--- src/hw/rtl/sroc_pkg.sv ---
`timescale 1ns / 1ps
// ----------------------------------------------------------------------------
// sroc_pkg
// Shared types and constants for the segment / rectangle obstacle checker.
// ----------------------------------------------------------------------------
package sroc_pkg;

    localparam int COORD_W   = 32;
    localparam int TBL_DEPTH = 64;
    localparam int IDX_W     = 6;
    localparam int CNT_W     = 7;
    localparam int TOL_W     = 16;
    localparam int ENTRY_W   = 4 * COORD_W;
    localparam int PROD_W    = 67;   // 34b x 33b signed

    localparam logic [1:0] OP_WRITE   = 2'd0;
    localparam logic [1:0] OP_POINT   = 2'd1;
    localparam logic [1:0] OP_SEGMENT = 2'd2;

    localparam logic [1:0] OUT_WRITTEN  = 2'd0;
    localparam logic [1:0] OUT_CLEAR    = 2'd1;
    localparam logic [1:0] OUT_ENDPOINT = 2'd2;
    localparam logic [1:0] OUT_CROSS    = 2'd3;

    localparam logic REG_OBS_COUNT = 1'b0;
    localparam logic REG_ZERO_TOL  = 1'b1;

    typedef struct packed {
        logic [1:0]                 op;
        logic [IDX_W-1:0]           entry_index;
        logic signed [COORD_W-1:0]  x_first;
        logic signed [COORD_W-1:0]  y_first;
        logic signed [COORD_W-1:0]  x_second;
        logic signed [COORD_W-1:0]  y_second;
    } t_in;

    typedef struct packed {
        logic [1:0]       outcome;
        logic [IDX_W-1:0] blocker_index;
    } t_out;

    typedef struct packed {
        logic             load_in;
        logic             setup;
        logic             ram_we;
        logic             mul_en;
        logic [1:0]       side;
        logic [IDX_W-1:0] addr;
    } t_cmd;

    typedef struct packed {
        logic [1:0] op;
        logic       vert;
        logic       horz;
        logic       ep_hit;
        logic       ax_hit;
        logic       side_hit;
    } t_stat;

endpackage

--- src/hw/rtl/sroc_ctrl.sv ---
`timescale 1ns / 1ps
// ----------------------------------------------------------------------------
// sroc_ctrl
// Sequencer: decodes an item, walks the table and owns the result register.
// ----------------------------------------------------------------------------
module sroc_ctrl import sroc_pkg::*; (
    input  logic             i_clk,
    input  logic             i_rst_n,
    input  logic             i_in_valid,
    output logic             o_in_stall,
    output logic             o_out_valid,
    input  logic             i_out_stall,
    output t_out             o_out_data,
    input  logic [CNT_W-1:0] i_obs_n,
    input  t_stat            i_stat,
    output t_cmd             o_cmd
);

    typedef enum logic [8:0] {
        S_IDLE     = 9'b000000001,
        S_DECODE   = 9'b000000010,
        S_EP_RD    = 9'b000000100,
        S_EP_CHK   = 9'b000001000,
        S_SG_RD    = 9'b000010000,
        S_SG_CHK   = 9'b000100000,
        S_SIDE_MUL = 9'b001000000,
        S_SIDE_CMP = 9'b010000000,
        S_DONE     = 9'b100000000
    } t_state;

    t_state           r_state, n_state;
    logic [CNT_W-1:0] r_idx, n_idx;
    logic [1:0]       r_side, n_side;
    t_out             r_res, n_res;
    logic             r_out_valid, n_out_valid;
    t_out             r_out_data;
    logic             w_load_out;

    always_comb begin
        n_state    = r_state;
        n_idx      = r_idx;
        n_side     = r_side;
        n_res      = r_res;
        w_load_out = 1'b0;
        o_cmd         = '0;
        o_cmd.addr    = r_idx[IDX_W-1:0];
        o_cmd.side    = r_side;
        case (r_state)
            S_IDLE: begin
                if (i_in_valid) begin
                    o_cmd.load_in = 1'b1;
                    n_idx         = '0;
                    n_state       = S_DECODE;
                end
            end
            S_DECODE: begin
                o_cmd.setup = 1'b1;
                n_res       = '{outcome: OUT_WRITTEN, blocker_index: '0};
                case (i_stat.op)
                    OP_WRITE: begin
                        o_cmd.ram_we = 1'b1;
                        n_state      = S_DONE;
                    end
                    OP_POINT, OP_SEGMENT: n_state = S_EP_RD;
                    default:              n_state = S_DONE;
                endcase
            end
            S_EP_RD: begin
                if (r_idx == i_obs_n) begin
                    if (i_stat.op == OP_POINT) begin
                        n_res   = '{outcome: OUT_CLEAR, blocker_index: '0};
                        n_state = S_DONE;
                    end else begin
                        n_idx   = '0;
                        n_state = S_SG_RD;
                    end
                end else begin
                    n_state = S_EP_CHK;
                end
            end
            S_EP_CHK: begin
                if (i_stat.ep_hit) begin
                    n_res   = '{outcome: OUT_ENDPOINT, blocker_index: r_idx[IDX_W-1:0]};
                    n_state = S_DONE;
                end else begin
                    n_idx   = r_idx + 1'b1;
                    n_state = S_EP_RD;
                end
            end
            S_SG_RD: begin
                if (r_idx == i_obs_n) begin
                    n_res   = '{outcome: OUT_CLEAR, blocker_index: '0};
                    n_state = S_DONE;
                end else if (i_stat.vert || i_stat.horz) begin
                    n_state = S_SG_CHK;
                end else begin
                    n_side  = 2'd0;
                    n_state = S_SIDE_MUL;
                end
            end
            S_SG_CHK: begin
                if (i_stat.ax_hit) begin
                    n_res   = '{outcome: OUT_CROSS, blocker_index: r_idx[IDX_W-1:0]};
                    n_state = S_DONE;
                end else begin
                    n_idx   = r_idx + 1'b1;
                    n_state = S_SG_RD;
                end
            end
            S_SIDE_MUL: begin
                o_cmd.mul_en = 1'b1;
                n_state      = S_SIDE_CMP;
            end
            S_SIDE_CMP: begin
                if (i_stat.side_hit) begin
                    n_res   = '{outcome: OUT_CROSS, blocker_index: r_idx[IDX_W-1:0]};
                    n_state = S_DONE;
                end else if (r_side == 2'd3) begin
                    n_idx   = r_idx + 1'b1;
                    n_state = S_SG_RD;
                end else begin
                    n_side  = r_side + 2'd1;
                    n_state = S_SIDE_MUL;
                end
            end
            S_DONE: begin
                if (!r_out_valid || !i_out_stall) begin
                    w_load_out = 1'b1;
                    n_state    = S_IDLE;
                end
            end
            default: n_state = S_IDLE;
        endcase
    end

    assign n_out_valid = w_load_out || (r_out_valid && i_out_stall);

    always_ff @(posedge i_clk) begin
        if (!i_rst_n) begin
            r_state     <= S_IDLE;
            r_out_valid <= 1'b0;
            r_idx       <= '0;
            r_side      <= '0;
        end else begin
            r_state     <= n_state;
            r_out_valid <= n_out_valid;
            r_idx       <= n_idx;
            r_side      <= n_side;
        end
        r_res <= n_res;
        if (w_load_out) begin
            r_out_data <= r_res;
        end
    end

    assign o_in_stall  = (r_state != S_IDLE);
    assign o_out_valid = r_out_valid;
    assign o_out_data  = r_out_data;

endmodule

--- config.mk ---
export PLATFORM = sky130hd
export DESIGN_NAME = sroc_ctrl
export DESIGN_NICKNAME = d
export VERILOG_FILES = /design/src/hw/rtl/sroc_pkg.sv /design/src/hw/rtl/sroc_ctrl.sv
export SDC_FILE = /design/constraint.sdc
export NUM_CORES = 1
export LEC_CHECK = 0
export BUFFER_PORTS_ARGS = -buffer_cell sky130_fd_sc_hd__buf_2
export CAP_MARGIN = 10
export CORE_MARGIN = 3
export CORE_UTILIZATION = 40
export DETAILED_ROUTE_END_ITERATION = 10
export HOLD_SLACK_MARGIN = 0.03
export MAX_ROUTING_LAYER = met4
export SLEW_MARGIN = 20
export SYNTH_ARGS = -nofsm -noshare
export SYNTH_HDL_FRONTEND = slang
export SYNTH_SLANG_ARGS = --single-unit
--- constraint.sdc ---
create_clock -name i_clk -period 5.57 [get_ports i_clk]
set_input_delay 1.114 -clock i_clk [delete_from_list [all_inputs] [get_ports i_clk]]
set_output_delay 1.114 -clock i_clk [all_outputs]
set_load 0.1 [all_outputs]
==> results of run 1 <==
-- per-stage QoR --
step / worst slack, ns / area [um2] / std cells / hold slack, ns
finish: 2.18 / 2280 / 301 / 0.414
global route: 2.09 / 2280 / 301 / 0.418
CTS: 2.14 / 2270 / 301 / 0.416
detailed placement: 2.00 / 2160 / 293 / 0.408
global placement: 2.05 / 2160 / 293 / 0.408
floorplan: 0.805 / 1970 / 201 / 0.400
-- registers in the layout, summed over array words and instances, names as in the netlist --
| name | flops |
|---|---|
| r_state | 9 |
| r_side | 2 |
| o_out_data | 8 |
| o_out_valid | 1 |
| r_res | 8 |
| r_idx | 7 |
-- cells in the final DEF (no fill, tap or decap), types with 2 or more instances in the layout --
cell type and instances:
and2_1 10, nor4_4 2, nor4_1 2, edfxtp_1 16, ha_1 4, nand4_1 2
xor2_1 8, inv_1 6, a2111oi_0 2, o22ai_1 8, nor2_1 18, a41oi_1 2
o21ai_0 2, nor4_2 2, and3_1 2, clkbuf_8 5, buf_2 39, a21oi_1 9
or4_1 2, or3_1 4, xnor2_1 2, nand3_1 8, nand2b_1 2, a31oi_1 5
nor2b_1 2, dfxtp_1 19, mux2i_1 2, nor3_1 6, nand2_1 20
-- logic make-up (layout without fill, tap and decap cells) --
| kind of cell | after synthesis | after routing | synth area share |
|---|---|---|---|
| adder cells (fa/ha/maj) | 4 | 4 | 0.0255 |
| AND/OR/NAND/NOR | 96 | 96 | 0.300 |
| AO/OA/AOI/OAI | 35 | 35 | 0.124 |
| flip-flops | 35 | 35 | 0.439 |
| multiplexers | 2 | 2 | 0.0102 |
| XOR/XNOR | 10 | 10 | 0.0447 |
| buffers and inverters | 19 | 54 | 0.0568 |
-- Yosys cell counts, types with 2 or more instances --
cell        n  area, um2
o21ai_0     2       10.0
or3_1       4       25.0
nand2_1    20       75.1
nor4_4      2       42.5
o22ai_1     8       50.1
and3_1      2       12.5
nor3_1      7       35.0
nor2_1     18       67.6
buf_2       2       10.0
buf_4       6       45.0
a2111oi_0   2       17.5
a41oi_1     2       17.5
nand4_1     2       12.5
buf_6       2       22.5
nand2b_1    2       12.5
inv_1       6       22.5
mux2i_1     2       20.0
clkbuf_1    2       7.51
a31oi_1     5       31.3
or4_1       2       15.0
and2_1     10       62.6
edfxtp_1   16        480
xnor2_1     2       17.5
a21oi_1     9       45.0
nand3_1     8       40.0
nor4_1      3       18.8
dfxtp_1    19        380
nor2b_1     2       12.5
ha_1        4       50.1
xor2_1      8       70.1
-- worst min path at each step --
stage / slack, ns / cells past startpoint / endpoint / from
detailed placement: 0.41 / 0 / o_out_data[6] / r_res[6]
global placement: 0.41 / 0 / o_out_data[5] / r_res[5]
CTS: 0.42 / 0 / o_out_data[3] / r_res[3]
global route: 0.42 / 0 / o_out_data[3] / r_res[3]
finish: 0.41 / 0 / o_out_data[3] / r_res[3]
floorplan: 0.40 / 0 / o_out_data[0] / r_res[0]
-- layout make-up --
| type | instances | share of cell area |
|---|---|---|
| Clock buffer | 5 | 0.0302 |
| Clock inverter | 3 | 0.0192 |
| Timing Repair Buffer | 39 | 0.0858 |
| Tap cell | 65 | 0.0357 |
| Sequential cell | 35 | 0.378 |
| Inverter | 7 | 0.0115 |
| Multi-Input combinational cell | 147 | 0.439 |
-- worst max-delay path: stages (launching register included) --
cell	delay (ns)
dfxtp_1	0.40
or4_2	0.73
nor4b_2	0.37
buf_2	0.49
-- power by group through the flow --
stage	clock [mW]	combinational [mW]	sequential [mW]
finish	0.227	0.0744	0.274
global route	0.248	0.0789	0.275
CTS	0.235	0.0746	0.274
detailed placement	0	0.0745	0.280
global placement	0	0.0743	0.280
floorplan	0	0.0554	0.280
-- per-layer routing --
layer / vias to the layer above / track usage / share of wire
li1: 801 / - / -
met1: 743 / 0.224 / 0.51
met2: 39 / 0.209 / 0.44
met3: 4 / 0.0378 / 0.045
met4: 0 / 0.0543 / 0.0094
met5: - / - / 0
==> results.toml, run 1 <==
[die]
core_um2 = 4530
initial_core_util = 0.432
num_rows = 24
die-area_um2 = 5780
die_x_um = 76.0
die_h_um = 76.0
boundaryPins = 40

[worst_setup_path]
crit_path_start = "r_state[0]"
worstReg2RegEnd = "r_res[7]"
cp.required_ns = 4.46
timing.rr.start = "r_state[7]"
reg2regPathDepth = 5
worstSetupEndpoint = "o_cmd[8]"
end_kind = "output port"
cp.arrival_ns = 2.28
path_class = "reg -> out"
crit_fanout = 7
setup.worst_path.start_class = "flip-flop"
r2r_slack_ns = 2.90

[global_route]
grt_pass1_wl_um = 6950
grt_pass1_vias = 1402
grt_use_total = 0.155
overflow = 0
grt_max_degree = 20
antenna_found_initial = 0

[sta]
hold_violations = 0
fin_crit_ns = 3.39
worst_pin_slew_ns = 0.862
rsz0062_at_grt = "no"
finClkSkew_ns = 0.00932
max_freq_mhz = 295
fin_setup_tns_ns = 0
setup-violations-final = 0
slew_headroom = 0.410
finalMaxSlewViolations = 0
fin_crit_sh = 0.609

[cts]
clock_latency_ns = 0.28
root_buffer = "clkbuf_8"
post_cts_resized = 0
htreeDepth = 2
cts_tree = "built"
clk_pin_slew_ns = 0.08
cts-buffers-inserted = 5
cts_buffer_depth = 2
postCtsSetupBuffers = 0
cts_num_sinks = 35
hold_buffers = 0

[synth]
synthArstFlopShare = 0
ys_ff_latch = 35
synth_cells = 201
ys_seq_area_frac = 0.439
syn_nets = 223
synth_cell_types = 52
avgSynthCellArea_um2 = 9.75
ys.flop_type = "dfxtp_1"
synth-edff-count = 16
yosys_warnings = 0
synthesis.area_um2 = 1960

[routing]
drc_errors = 0
drt-total-wl_um = 4270
vias_per_cell = 5.27
drt_iter0_drc = 97
wl_per_cell_um = 14.2
firstDrtPassIters = 4
vias = 1587
postRouteAntennaNets = 0

[power]
seqPwrFrac = 0.477
p_clk_frac = 0.394
swShare = 0.259
cellLeakagePower_nw = 0.952
vdd_drop_max_mv = 0.221
intPower_mw = 0.427
power_density_nw_per_um2 = 253
p_comb_frac = 0.129
switchingPower_mw = 0.149
total_power_mw = 0.576

[finish]
fin_nets = 257
final_layout_size_suffix_gt1_frac = 0.263
syn2layout_area_growth_pct = 16.1
multiInputGateArea_um2 = 1000
n_fill_cell = 435
final_util = 0.502
regArea_um2 = 861
diodes = 0

[place]
place_hpwl_um = 3250
io_buffer_count = 39
place_congestion = 0.830

[job]
cap_violations = 0

[outcome]
status = "completed"

[min_path]
min_path_type = "reg -> reg"
Note: power is estimated with default switching activity, not from simulation.
==> run 2, diff against run 1 <==
- clock period: 5.57 -> 2.8 ns (I/O delays scaled with it)
==> run 2 against run 1 <==
Register-to-register slack lost 2.4 ns; routed wire length grew 1.4%; sequential share of layout area shrank 1.1 points; worst setup slack lost 2.1 ns; first-iteration DRC count grew 8.2%; hold slack gained 0.010 ns; critical path type unchanged; critical endpoint is now o_cmd[11]; highest routed layer unchanged.
==> results.toml, run 2 (synthesis results as in run 1) <==
[outcome]
status = "completed"

[die]
boundaryPins = 40
die-area_um2 = 5780
die_x_um = 76.0
num_rows = 24
die_h_um = 76.0
core_um2 = 4530
initial_core_util = 0.432

[cts]
cts_buffer_depth = 2
cts-buffers-inserted = 5
htreeDepth = 2
hold_buffers = 0
root_buffer = "clkbuf_8"
clock_latency_ns = 0.29
clk_pin_slew_ns = 0.07
cts_num_sinks = 35
cts_tree = "built"

[worst_setup_path]
worstSetupEndpoint = "o_cmd[11]"
worstReg2RegEnd = "r_res[3]"
timing.rr.start = "r_state[0]"
crit_path_start = "r_state[8]"
cp_cell_sequence = "or3_1 -> nor3_4 -> and2_2 -> buf_2"
end_kind = "output port"
cp.arrival_ns = 2.14
critical-path-max-stage-delay_ns = 0.58
setup.worst_path.start_class = "flip-flop"
path_class = "reg -> out"
r2r_slack_ns = 0.45
reg2regPathDepth = 5
critPathSlowestCell = "or3_1"
crit_fanout = 8
cp.required_ns = 2.24

[global_route]
grtUsageMet2 = 0.235
met3_usage = 0.0626
grt_max_degree = 20
grt_pass1_wl_um = 7190
grtUsageMet1 = 0.205
antenna_found_initial = 0
overflow = 0
grt_busiest_layer = "met2"
grt_pass1_vias = 1485
grt_use_total = 0.161

[routing]
firstDrtPassIters = 5
drt_iter0_drc = 105
postRouteAntennaNets = 0
vias = 1628
drc_errors = 0
wl_per_cell_um = 14.1
drt-total-wl_um = 4330
vias_per_cell = 5.32

[sta]
hold_violations = 0
slew_headroom = 0.503
max_freq_mhz = 371
timing.hold.ws_ns = 0.424
finalMaxSlewViolations = 0
finClkSkew_ns = 0.00655
fin_crit_ns = 2.70
worst_pin_slew_ns = 0.727
setup-violations-final = 0
rsz0062_at_grt = "no"
fin_crit_sh = 0.963

[finish]
diodes = 0
n_fill_cell = 436
final_cell_mix = "buf_2, nand2_1, dfxtp_1"
final_layout_size_suffix_gt1_frac = 0.278
syn2layout_area_growth_pct = 19.6
fin_nets = 262
final_common_cell = "buf_2"
top_register = "r_state"
largest_reg_flops = 9
final_cell_area_um2 = 2340

[place]
place_congestion = 0.873
place_area_um2 = 2230
place_hpwl_um = 3290
io_buffer_count = 39

[power]
swShare = 0.260
seqPwrFrac = 0.474
total_power_mw = 1.15
cellLeakagePower_nw = 0.983
switchingPower_mw = 0.299
p_clk_frac = 0.394
vdd_drop_max_mv = 0.182
p_comb_frac = 0.131
power_density_nw_per_um2 = 490
intPower_mw = 0.851

[min_path]
min_path_type = "reg -> reg"

[job]
cap_violations = 0
==> run 2: metal layers <==
metal	wire length (um)	share of wire	vias to the layer above
li1	-	-	816
met1	1980	0.46	745
met2	1960	0.45	59
met3	317	0.073	8
met4	65	0.015	0
met5	0	0	-
==> run 2: timing repair <==
| item | 4_1_cts | 5_1_grt |
|---|---|---|
| gates resized for setup | 1 | 0 |
| setup endpoints to repair | 1 | 0 |
| buffers inserted | 0 | 0 |
==> run 2: critical path, delay by kind of cell (launching register included) <==
family | cells | cell delay, ns
and+or+nand+nor | 3 | 1.06
buffers and inverters | 1 | 0.41
DFF | 1 | 0.38
==> run 2: per-stage QoR <==
stage / TNS [ns] / worst slack [ns] / util / instances
after floorplan: -0.506 / -0.506 / - / 201
final: 0 / 0.104 / 0.517 / 306
after CTS: 0 / 0.0925 / 0.517 / 306
after global routing: 0 / 0.0275 / 0.517 / 306
after global placement: 0 / 0.363 / 0.492 / 298
after detailed placement: 0 / 0.313 / 0.492 / 298
==> run 2: power groups by stage <==
stage                     Sequential, mW  Combinational [mW]  Clock, mW
after detailed placement           0.557               0.151          0
after floorplan                    0.557               0.112          0
final                              0.545               0.151      0.453
after global placement             0.557               0.151          0
after global routing               0.546               0.163      0.487
after CTS                          0.545               0.152      0.467
==> run 2: layout make-up <==
cell class / instances / area, um2 / area share
clock buffers: 5 / 68.8 / 0.0293
clock inverters: 3 / 43.8 / 0.0187
inverters: 7 / 26.3 / 0.0112
multi-input cells: 147 / 1010 / 0.432
flip-flops and latches: 35 / 861 / 0.367
well taps: 65 / 81.3 / 0.0347
repair buffers: 44 / 250 / 0.107
==> run 2: worst min path at each step <==
stage	from	endpoint	cells after the start	slack [ns]
4_1_cts	r_res[5]	o_out_data[5]	0	0.43
5_1_grt	r_res[7]	o_out_data[7]	0	0.44
2_1_floorplan	r_res[0]	o_out_data[0]	0	0.40
3_3_place_gp	r_res[6]	o_out_data[6]	0	0.40
6_report	r_res[5]	o_out_data[5]	0	0.42
3_5_place_dp	r_res[7]	o_out_data[7]	0	0.41
==> run 3, diff against run 2 <==
- PLACE_DENSITY: unset -> 0.71
==> run 3 against run 2 <==
First-iteration DRC count increased by 11%; critical path type unchanged; sequential power is essentially flat; fmax shrank 1.4%; critical path depth shrank 1; critical endpoint is now o_cmd[10]; non-clock buffer count stayed put; combinational power barely moved; clock skew is 0.0047 ns lower; sequential cell count is the same; power increased by 0.67%; largest cell class unchanged.
==> results.toml, run 3 (synthesis results as in run 1) <==
[place]
place_area_um2 = 2240
pre_cts_slack_ns = 0.400
io_buffer_count = 39
place_hpwl_um = 3330
place_congestion = 0.858

[routing]
drt-total-wl_um = 4460
vias = 1612
postRouteAntennaNets = 0
wl_met1_um = 2100
drt_iter0_drc = 117
dr_wl_met3_um = 268
wl_per_cell_um = 14.6
dr_wl_met2_um = 2000
drc_errors = 0
firstDrtPassIters = 4
vias_per_cell = 5.27
top_layer_used = "met4"

[finish]
multiInputGateArea_um2 = 1010
largest_reg_flops = 9
final_common_cell = "buf_2"
diodes = 0
syn2layout_area_growth_pct = 20.2
fin_nets = 262
regArea_um2 = 861
final_cell_area_um2 = 2360
final_util = 0.520
top_register = "r_state"
final_cell_mix = "buf_2, nand2_1, dfxtp_1"
final_layout_size_suffix_gt1_frac = 0.278
n_fill_cell = 418

[cts]
root_buffer = "clkbuf_8"
hold_buffers = 0
cts_tree = "built"
postCtsSetupBuffers = 0
htreeDepth = 2
cts-buffers-inserted = 5
post_cts_resized = 0
clk_pin_slew_ns = 0.07
cts_buffer_depth = 2
cts_num_sinks = 35
clock_latency_ns = 0.29

[min_path]
hold_depth = 0
min_path_type = "reg -> reg"
min-delay-start = "r_res[5]"
hold_end = "o_out_data[5]"

[outcome]
status = "completed"

[sta]
fin_ws_ns = 0.0660
slew_headroom = 0.506
max_freq_mhz = 366
fin_crit_sh = 0.976
worst_pin_slew_ns = 0.723
rsz0062_at_grt = "no"
finClkSkew_ns = 0.00185
setup-violations-final = 0
fin_crit_ns = 2.73
finalMaxSlewViolations = 0
hold_violations = 0
fin_setup_tns_ns = 0

[worst_setup_path]
worstReg2RegEnd = "r_res[6]"
cp.arrival_ns = 2.17
critPathSlowestCell = "or4_4"
reg2regPathDepth = 6
setup.worst_path.start_class = "flip-flop"
crit_fanout = 8
path_class = "reg -> out"
timing.rr.start = "r_state[8]"
cp.required_ns = 2.24
critical-path-max-stage-delay_ns = 0.60
end_kind = "output port"
cp_cell_sequence = "or4_4 -> nor4_4 -> buf_2"
r2r_slack_ns = 0.43

[global_route]
overflow = 0
grt_use_total = 0.164
grt_max_degree = 19
antenna_found_initial = 0
grt_pass1_wl_um = 7290
grt_pass1_vias = 1489

[power]
power_density_nw_per_um2 = 491
cellLeakagePower_nw = 0.985
vdd_drop_max_mv = 0.185

[die]
die_h_um = 76.0
boundaryPins = 40
die_x_um = 76.0
num_rows = 24
core_um2 = 4530
initial_core_util = 0.432
die-area_um2 = 5780

[job]
cap_violations = 0
==> run 3: worst max path at each step <==
stage	startpoint	endpoint	slack (ns)
global placement	r_state[3]	o_cmd[10]	0.44
detailed placement	r_state[3]	o_cmd[10]	0.40
global route	r_state[3]	o_cmd[10]	0.003
CTS	r_state[3]	o_cmd[10]	0.07
finish	r_state[3]	o_cmd[10]	0.07
floorplan	r_state[3]	o_cmd[9]	-0.51
==> run 3: per-layer routing <==
layer	GRT usage	vias up
li1	-	811
met1	0.224	731
met2	0.230	61
met3	0.0390	9
met4	0.0743	0
met5	-	-
==> run 3: final cells by class <==
type / instances / area share
sequential: 35 / 0.365
clock buffer: 5 / 0.0292
multi-input combinational: 147 / 0.430
tap: 65 / 0.0345
clock inverter: 3 / 0.0186
inverter: 7 / 0.0111
timing repair buffer: 44 / 0.111
==> run 3: worst max-delay path: cells and delay by family, from the launching register on <==
family | cells | cell delay, ns
and+or+nand+nor | 2 | 0.96
buffers and inverters | 1 | 0.50
DFF | 1 | 0.42
==> run 3: through the flow <==
stage / std cells / hold WS [ns] / power (mW)
6_report: 306 / 0.422 / 1.16
5_1_grt: 306 / 0.427 / 1.20
4_1_cts: 306 / 0.423 / 1.17
3_5_place_dp: 298 / 0.405 / 0.710
3_3_place_gp: 298 / 0.401 / 0.709
2_1_floorplan: 201 / 0.400 / 0.669
==> run 3: report_power, final <==
group | switching, mW | leakage (nW) | internal, mW
registers | 0.00879 | 0.300 | 0.537
logic | 0.104 | 0.627 | 0.0504
clock network | 0.192 | 0.0581 | 0.265
